### src/tmr16_pkg.sv
// ----------------------------------------------------------------------------
// tmr16_pkg
// Shared types, register map and bit positions for the prescaled 16-bit timer.
// ----------------------------------------------------------------------------
package tmr16_pkg;

  // Item kinds carried on the input tuser.
  typedef enum logic [1:0] {
    OP_READ   = 2'd0,
    OP_WRITE  = 2'd1,
    OP_TICK   = 2'd2,
    OP_UNUSED = 2'd3
  } op_t;

  // Register map.
  typedef enum logic [1:0] {
    ADDR_CNT_LO = 2'd0,
    ADDR_CNT_HI = 2'd1,
    ADDR_CTRL   = 2'd2,
    ADDR_FLAG   = 2'd3
  } addr_t;

  // Control byte bit positions.
  localparam int unsigned CTRL_RD16_BIT = 7;
  localparam int unsigned CTRL_PS_HI    = 5;
  localparam int unsigned CTRL_PS_LO    = 4;
  localparam int unsigned CTRL_SRC_BIT  = 1;
  localparam int unsigned CTRL_RUN_BIT  = 0;

  localparam int unsigned IN_TDATA_W  = 16;
  localparam int unsigned OUT_TDATA_W = 16;
  localparam int unsigned PS_W        = 3;

  // One result item.
  typedef struct packed {
    logic       irq;
    logic       overflow_flag;
    logic [7:0] rdata;
  } result_t;

  localparam int unsigned RESULT_W = $bits(result_t);

  // Prescaler ratio 1/2/4/8, one wider than the prescale counter.
  function automatic logic [PS_W:0] prescale_ratio(input logic [1:0] sel);
    logic [PS_W:0] r;
    case (sel)
      2'd0:    r = (PS_W+1)'(1);
      2'd1:    r = (PS_W+1)'(2);
      2'd2:    r = (PS_W+1)'(4);
      default: r = (PS_W+1)'(8);
    endcase
    return r;
  endfunction

endpackage

### src/timer16_prescaled_rd16_core.sv
// ----------------------------------------------------------------------------
// timer16_prescaled_rd16_core
// 16-bit timer with 1/2/4/8 prescaler, byte bus access and RD16 buffering.
// ----------------------------------------------------------------------------
//  channel | dir | ports                 | contents
//  in      | in  | in_tvalid/tready/...  | tuser op; tdata addr, wdata, tick_external
//  out     | out | out_tvalid/tready/... | tdata rdata, overflow_flag, irq
//
// One item per cycle while in_tready is high: timer state updates in the cycle an
// item is taken; its result goes to the result register, shown in the following
// cycle, if that is free or drains, else to the skid register. This two-entry stage
// keeps taking items while out_tready is low; in_tready drops once both are full.
// Reset (rst_n low, synchronous) clears all timer state and empties the output.
module timer16_prescaled_rd16_core
  import tmr16_pkg::*;
(
  input  logic                   clk,
  input  logic                   rst_n,
  input  logic                   in_tvalid,
  output logic                   in_tready,
  input  logic [IN_TDATA_W-1:0]  in_tdata,   // [1:0] reg_addr, [9:2] wdata,
                                             // [10] tick_external, rest zero
  input  logic [1:0]             in_tuser,   // [1:0] op
  output logic                   out_tvalid,
  input  logic                   out_tready,
  output logic [OUT_TDATA_W-1:0] out_tdata   // [7:0] rdata, [8] overflow_flag,
                                             // [9] irq, rest zero
);

  // Timer state.
  logic [15:0]     count_r,    count_nxt;
  logic [7:0]      hbuf_r,     hbuf_nxt;
  logic [7:0]      ctrl_r,     ctrl_nxt;
  logic [PS_W-1:0] ps_cnt_r,   ps_cnt_nxt;
  logic            flag_r,     flag_nxt;
  logic            irq_en_r,   irq_en_nxt;

  // Output stage.
  result_t main_r, skid_r, res;
  logic    main_vld_r, skid_vld_r;

  op_t        op;
  addr_t      addr;
  logic [7:0] wdata;
  logic       tick_ext;
  logic       push, pop;
  logic       rd16;
  logic [PS_W:0] ps_next;
  logic [7:0] rd;

  assign op       = op_t'(in_tuser);
  assign addr     = addr_t'(in_tdata[1:0]);
  assign wdata    = in_tdata[9:2];
  assign tick_ext = in_tdata[10];

  assign in_tready = !skid_vld_r;
  assign push      = in_tvalid && in_tready;
  assign pop       = main_vld_r && out_tready;
  assign rd16      = ctrl_r[CTRL_RD16_BIT];
  assign ps_next   = {1'b0, ps_cnt_r} + (PS_W+1)'(1);

  always_comb begin
    count_nxt  = count_r;
    hbuf_nxt   = hbuf_r;
    ctrl_nxt   = ctrl_r;
    ps_cnt_nxt = ps_cnt_r;
    flag_nxt   = flag_r;
    irq_en_nxt = irq_en_r;
    rd         = 8'd0;
    case (op)
      OP_READ: begin
        unique case (addr)
          ADDR_CNT_LO: begin
            rd = count_r[7:0];
            if (rd16) hbuf_nxt = count_r[15:8];
          end
          ADDR_CNT_HI: rd = rd16 ? hbuf_r : count_r[15:8];
          ADDR_CTRL:   rd = ctrl_r;
          default:     rd = {6'd0, irq_en_r, flag_r};
        endcase
      end
      OP_WRITE: begin
        unique case (addr)
          ADDR_CNT_LO: begin
            count_nxt  = {(rd16 ? hbuf_r : count_r[15:8]), wdata};
            ps_cnt_nxt = '0;
          end
          ADDR_CNT_HI: begin
            if (rd16) hbuf_nxt = wdata;
            else      count_nxt = {wdata, count_r[7:0]};
            ps_cnt_nxt = '0;
          end
          ADDR_CTRL:   ctrl_nxt = wdata;
          default: begin
            flag_nxt   = wdata[0];
            irq_en_nxt = wdata[1];
          end
        endcase
      end
      OP_TICK: begin
        if (ctrl_r[CTRL_RUN_BIT] && (ctrl_r[CTRL_SRC_BIT] == tick_ext)) begin
          if (ps_next >= prescale_ratio(ctrl_r[CTRL_PS_HI:CTRL_PS_LO])) begin
            ps_cnt_nxt = '0;
            count_nxt  = count_r + 16'd1;
            if (count_r == 16'hFFFF) flag_nxt = 1'b1;
          end else begin
            ps_cnt_nxt = ps_next[PS_W-1:0];
          end
        end
      end
      default: ;
    endcase
    res.rdata         = rd;
    res.overflow_flag = flag_nxt;
    res.irq           = flag_nxt && irq_en_nxt;
  end

  always_ff @(posedge clk) begin
    if (!rst_n) begin
      count_r  <= '0;
      hbuf_r   <= '0;
      ctrl_r   <= '0;
      ps_cnt_r <= '0;
      flag_r   <= 1'b0;
      irq_en_r <= 1'b0;
    end else if (push) begin
      count_r  <= count_nxt;
      hbuf_r   <= hbuf_nxt;
      ctrl_r   <= ctrl_nxt;
      ps_cnt_r <= ps_cnt_nxt;
      flag_r   <= flag_nxt;
      irq_en_r <= irq_en_nxt;
    end
  end

  // When the skid register holds an item, no new item is taken, so it only drains.
  always_ff @(posedge clk) begin
    if (!rst_n) begin
      main_vld_r <= 1'b0;
      skid_vld_r <= 1'b0;
    end else if (skid_vld_r) begin
      if (pop) begin
        skid_vld_r <= 1'b0;
      end
    end else if (push) begin
      if (main_vld_r && !pop) skid_vld_r <= 1'b1;
      else                    main_vld_r <= 1'b1;
    end else if (pop) begin
      main_vld_r <= 1'b0;
    end
  end

  always_ff @(posedge clk) begin
    if (skid_vld_r) begin
      if (pop) main_r <= skid_r;
    end else if (push) begin
      if (main_vld_r && !pop) skid_r <= res;
      else                    main_r <= res;
    end
  end

  assign out_tvalid = main_vld_r;
  assign out_tdata  = {(OUT_TDATA_W-RESULT_W)'(0), main_r};

endmodule

### config.mk
export PLATFORM = sky130hd
export DESIGN_NAME = timer16_prescaled_rd16_core
export DESIGN_NICKNAME = d
export VERILOG_FILES = /design/src/tmr16_pkg.sv /design/src/timer16_prescaled_rd16_core.sv
export SDC_FILE = /design/constraint.sdc
export NUM_CORES = 1
export LEC_CHECK = 0
export CORE_ASPECT_RATIO = 1.5
export CORE_MARGIN = 1
export CORE_UTILIZATION = 35
export CTS_CLUSTER_SIZE = 24
export DETAILED_ROUTE_END_ITERATION = 10
export DONT_BUFFER_PORTS = 1
export PLACE_DENSITY = 0.51
export SLEW_MARGIN = 20
export SYNTH_ARGS = -nofsm -noshare
export SYNTH_HDL_FRONTEND = slang
export SYNTH_SLANG_ARGS = --single-unit
### constraint.sdc
create_clock -name clk -period 2.6 [get_ports clk]
set_clock_uncertainty 0.2 [all_clocks]
set_input_delay 0.39 -clock clk [delete_from_list [all_inputs] [get_ports clk]]
set_output_delay 0.39 -clock clk [all_outputs]
set_load 0.005 [all_outputs]
Yosys cells after proc, flatten, opt, wreduce, memory -nomap -nowiden
Cells that the tools add are included.

Register bits: 59. Logic and storage cells: 103. Memory bits (writable): 0. Output and inout port bits: 18. Memories kept: 0. Bits in latches: 0. Bits of input ports: 22. Bits in read-only memories: 0.

Equal/unequal tests: 22. Multiply operators: 0. Muxes and demuxes: 38. Shift operators: 0. Reduce and logical (&&, ||, !) cells: 24. Divide/modulo/power cells: 0. Bitwise gates (word level): 1. $add $sub $neg: 2. Magnitude comparators: 1.

Operator list (number): case mux 16 bit (2 select lines) (2); 2-to-1 mux 16 bit (3); 2-to-1 mux 8 bit (6); 2-to-1 mux 10 bit (4); case mux 8 bit (3 select lines) (1); != test 2 bit (second input constant) (10); AND reduction 6 bit (3); adder 16 x 1 -> 16 bit (second input constant) (1); equality test 16 bit (second input constant) (1); case mux 8 bit (2 select lines) (1); 2-to-1 mux 1 bit (13); case mux 4 bit (3 select lines) (1); AND reduction 3 bit (4); 2-to-1 mux 3 bit (3); 2-to-1 mux 4 bit (2); nonzero test 2 bit (4); equality test 2 x 1 -> 1 bit (second input constant) (3); equality test 2 bit (second input constant) (3); zero test 2 bit (3); case mux 3 bit (2 select lines) (1); logical AND 1 bit (5); adder 3 x 1 -> 4 bit (second input constant) (1); greater-or-equal comparator 4 bit (1); != test 2 x 1 -> 1 bit (second input constant) (2); other kinds (9) (10).

Depth between registers and ports, before layout
Depth in word-level cells: 12. Mapped depth: 9.

Worst setup path before layout
Ideal clock, no wire load.

Path type: input to register. Start point: input port in_tuser[0]. End point: register count_r[11]. Buffers on the path: 2. Stages: 8. Arrival time: 2.023 ns. Path slack: 0.252 ns. Library setup time: 0.125 ns. Required time: 2.275 ns. Cell sequence: inv_1 ha_1 buf_2 a221o_1 or2_1 buf_6 o2bb2ai_1 o41a_1.

Word-level cells in the longest chain between the ends: 3.

RTL lines: start: declaration (line timer16_prescaled_rd16_core.sv:23) `input logic [1:0] in_tuser,`; equality test 2 x 1 -> 1 bit / equality test 2 bit (equally long branches) (line timer16_prescaled_rd16_core.sv:70) `case (op)`; != test 3 x 2 -> 1 bit (no line) (tied with other cells); AND reduction 6 bit (no line); end signal: assignment (line timer16_prescaled_rd16_core.sv:127) `count_r <= count_nxt;`; end: declaration (line timer16_prescaled_rd16_core.sv:31) `logic [15:0] count_r, count_nxt;`.

Parallel ways exist; a longest one is shown, timed or not. A chain may end at the register's enable or synchronous reset.

Worst setup path after layout
Start point: register ctrl_r[4]. End point: register count_r[11].

Word-level cells in the longest chain between the ends: 7.

RTL lines: start: declaration (line timer16_prescaled_rd16_core.sv:33) `logic [7:0] ctrl_r, ctrl_nxt;`; start signal: assignment (line timer16_prescaled_rd16_core.sv:129) `ctrl_r <= ctrl_nxt;`; equality test 2 bit (tied with other cells) (line tmr16_pkg.sv:46) `case (sel)`; case mux 4 bit (3 select lines) (*) (line tmr16_pkg.sv:46); 2-to-1 mux 4 bit (*) (line timer16_prescaled_rd16_core.sv:101) `if (ctrl_r[CTRL_RUN_BIT] && (ctrl_r[CTRL_SRC_BIT] == tick_ext)) begin`; 2-to-1 mux 4 bit (*) (line timer16_prescaled_rd16_core.sv:70); greater-or-equal comparator 4 bit (*) (line timer16_prescaled_rd16_core.sv:102) `if (ps_next >= prescale_ratio(ctrl_r[CTRL_PS_HI:CTRL_PS_LO])) begin`; != test 2 bit (no line) (*); AND reduction 6 bit (no line) (*).

Every way passes the cells marked *; elsewhere a longest branch is shown, timed or not. The select of a mux whose other input is x is not followed.

==> results by group <==
Route
  • Antenna-violating nets left: 0
  • WL/cell: between 15 and 20 um
  • 1st-iter DRT viols: 198
  • Pre-Repair DR Iteration Count: 7
  • Drt drc: 5
  • DR vias/cell: 5.70
  • Total Wirelength: 10500 um
  • Vias after detailed routing: 3064

Timing
  • Slew Viols, Final: 0
  • Tcrit/Tclk final: between 90 and 100%
  • Tightest Pin Transition: 695 ps
  • Max-slew headroom: 53.5%
  • Final min period: ~2500 ps
  • Final setup violation count: 0
  • Smallest hold slack: 11.4 ps
  • Setup_tns: 0 ps
  • Final Hold Viols: 0
  • Fmax: 0.406 GHz

Clocking
  • Clock transition at path regs: 60 ps
  • TritonCTS clock tree: done
  • Clk root buf: clkbuf_16
  • TritonCTS Buffers: 9
  • Max clock buf depth: 2
  • Clock sink count: 59
  • Worst skew pair latency: 340 ps
  • H-Tree Depth: 3

Synthesis
  • Post-Synthesis Cells: ~400
  • Sequential share of the synthesized area: 38.4%
  • FF+latch count, synth: 59
  • Adder-cell share of the synthesized area: 3.13%
  • Post-synthesis mux area share: about an eighth
  • Synth Area per Inst: 9.10 sq um
  • Xor/xnor share of the synthesized area: less than 1%
  • Yosys warnings: 0
  • Synth Area in Compound Gates: 21.4%
  • Post-synth EDFFs: 20
  • Async set-reset flop share out of synthesis: 0%
  • Post-Syn Area: 3590 sq um
  • Netlist cell types: between 60 and 70
  • Synth Area in Simple Gates: 18.4%
  • Dominant synthesized flop cell: dfxtp_1
  • Largest family of logic cells by synthesized area: compound AO/OA/AOI/OAI gates

Pwr
  • Sequential share of power: 41.3%
  • Leakage: 1.62 nW
  • Internal power: 0.00183 W
  • Clk pwr share: 48.3%
  • Net Sw Frac: 25.1%
  • Max VDD drop: between 200 and 300 uV
  • Pwr dens: approximately 580 nW/um^2
  • Post-route total power: about 0.0024 W
  • Net Sw Power: 0.000615 W
  • Gate power share: between 10% and 20%

Floorplanning
  • Die area: 10700 sq um
  • Die height: approximately 130 um
  • Width of the die: 84.7 um
  • Io pins: 40
  • Starting density of the core: 35.7%
  • Std-Cell Rows: 45
  • Core Area: 10100 sq um

Status
  • Status: finished, violations left
  • Failing checks: DRC

Worst setup path
  • CP max FO: 6
  • Worst Path Required: 2620 ps
  • R2R setup slack: 140 ps
  • Slowest CP cell: dfxtp_1
  • CP arrival: 2480 ps
  • CP Class: reg -> reg
  • Endpoint class of the critical path: flip-flop
  • Startpoint types: flip-flop
  • Max incr delay on CP: approximately 500 ps
  • Crit-path cells: nor2_1 -> ha_1 -> nor3b_2 -> o21ai_2 -> buf_4 -> and3_2 -> and4b_1 -> o41a_1

Run
  • Max-cap violations: 0

Finish
  • Post-layout util: 42.0%
  • Nets: ~450
  • Most frequent cells in the layout: nor2_1, a21oi_1, dfxtp_1
  • Share of layout cells above drive strength 1: ~17%
  • Most common cell after layout, fill and taps aside: nor2_1
  • P&R area growth vs syn: 17.8%
  • Number of diodes: 0
  • FILL cells: 979

Global route
  • Initial antenna violation count: 0
  • Largest net degree at the start of global routing: 32
  • GRT overflow: 0
  • Gr usage total: between 20% and 30%
  • First-pass GRT wire length: between 15000 and 20000 um
  • Via count of the first global-routing pass: 3015

Hold path
  • Worst Hold Class: in -> reg

Placement
  • GP Congestion: between 0.8 and 0.9
  • Port Buffer Count: 0
  • HPWL after DPL: 7380 um
-- final timing paths --
kind | from | endpoint | cells past startpoint
setup / recovery | ctrl_r[4]$_SDFFE_PN0P_ | count_r[11]$_SDFFE_PN0P_ | 8
hold / removal | rst_n | count_r[2]$_SDFFE_PN0P_ | 2
setup reg to reg | ctrl_r[4]$_SDFFE_PN0P_ | count_r[11]$_SDFFE_PN0P_ | 8
hold reg to reg | hbuf_r[3]$_SDFFE_PN0P_ | hbuf_r[3]$_SDFFE_PN0P_ | 2
-- metrics by stage --
step,std cells,area [sq um],setup slack (ps)
after global placement,512,3800,108
final,538,4240,136
after detailed placement,512,3800,66.8
after global routing,538,4240,-17.1
after CTS,536,4180,41.3
after floorplan,400,3610,252
-- power by group through the flow --
stage	clock network, W	logic, W	registers (W)
floorplan	0	0.000185	0.00102
global placement	0	0.000226	0.00103
detailed placement	0	0.000229	0.00103
CTS	0.00120	0.000246	0.00101
global route	0.00124	0.000275	0.00102
finish	0.00118	0.000252	0.00101
-- metal layers --
metal	vias up	part of all wire, %	GRT usage [%]
li1	1493	-	-
met4	0	4.0	13.1
met5	-	0	0
met3	22	4.4	4.78
met1	1466	40	21.8
met2	83	52	36.1
-- what timing repair did --
action                                  CTS  global route
gates resized for setup                   0             9
endpoints found under the hold margin    18             0
hold buffers                              8             0
endpoints found under the setup margin    0            11
buffers inserted                          0             2
-- kinds of logic after synthesis --
group           after synthesis
mux                          41
xor+xnor                      3
buf+inv                      44
compound gates              107
simple gates                131
other cells                   1
flops                        59
fa+ha+maj                     9
-- synthesized netlist by cell type (all sizes together), types with 3 or more instances --
cell	n	area (sq um)
nand2	28	105
o2bb2ai	3	26.3
nand2b	9	63.8
a31oi	5	31.3
o221a	6	67.6
o22ai	3	18.8
mux2i	27	270
buf	18	115
clkbuf	13	48.8
dfxtp	39	781
edfxtp	20	601
a2111oi	3	52.6
a21oi	39	199
nor3b	4	30.0
ha	9	113
o21ai	12	60.1
and4	3	26.3
o211a	3	30.0
nand3	4	20.0
mux2	14	158
nor2b	9	56.3
nor2	42	158
a211oi	8	60.1
inv	12	45.0
o31ai	3	27.5
nand4	3	18.8
nor3	9	45.0
o211ai	5	42.5
and3	11	68.8
-- area by class of cell --
| class | count | area, sq um | share of cell area [%] |
|---|---|---|---|
| Tap cell | 117 | 146 | 3.46 |
| Multi-Input combinational cell | 297 | 2060 | 48.7 |
| Clock buffer | 9 | 225 | 5.32 |
| Clock inverter | 7 | 68.8 | 1.62 |
| Sequential cell | 59 | 1380 | 32.6 |
| Inverter | 13 | 48.8 | 1.15 |
| Timing Repair Buffer | 36 | 303 | 7.15 |
-- registers in the layout (all words and copies together) (netlist names), 3 cells and up --
name	count
ctrl_r	8
skid_r	10
count_r	16
out_tdata	10
ps_cnt_r	3
hbuf_r	8
-- critical path, delay by kind of cell (launching register included) --
kind	cells	cell delay [ps]
AO/OA/AOI/OAI	2	420
adder cells (fa/ha/maj)	1	310
buffers and inverters	1	150
flip-flops	1	500
AND/OR/NAND/NOR	4	760
(Power assumes the default switching activity.)
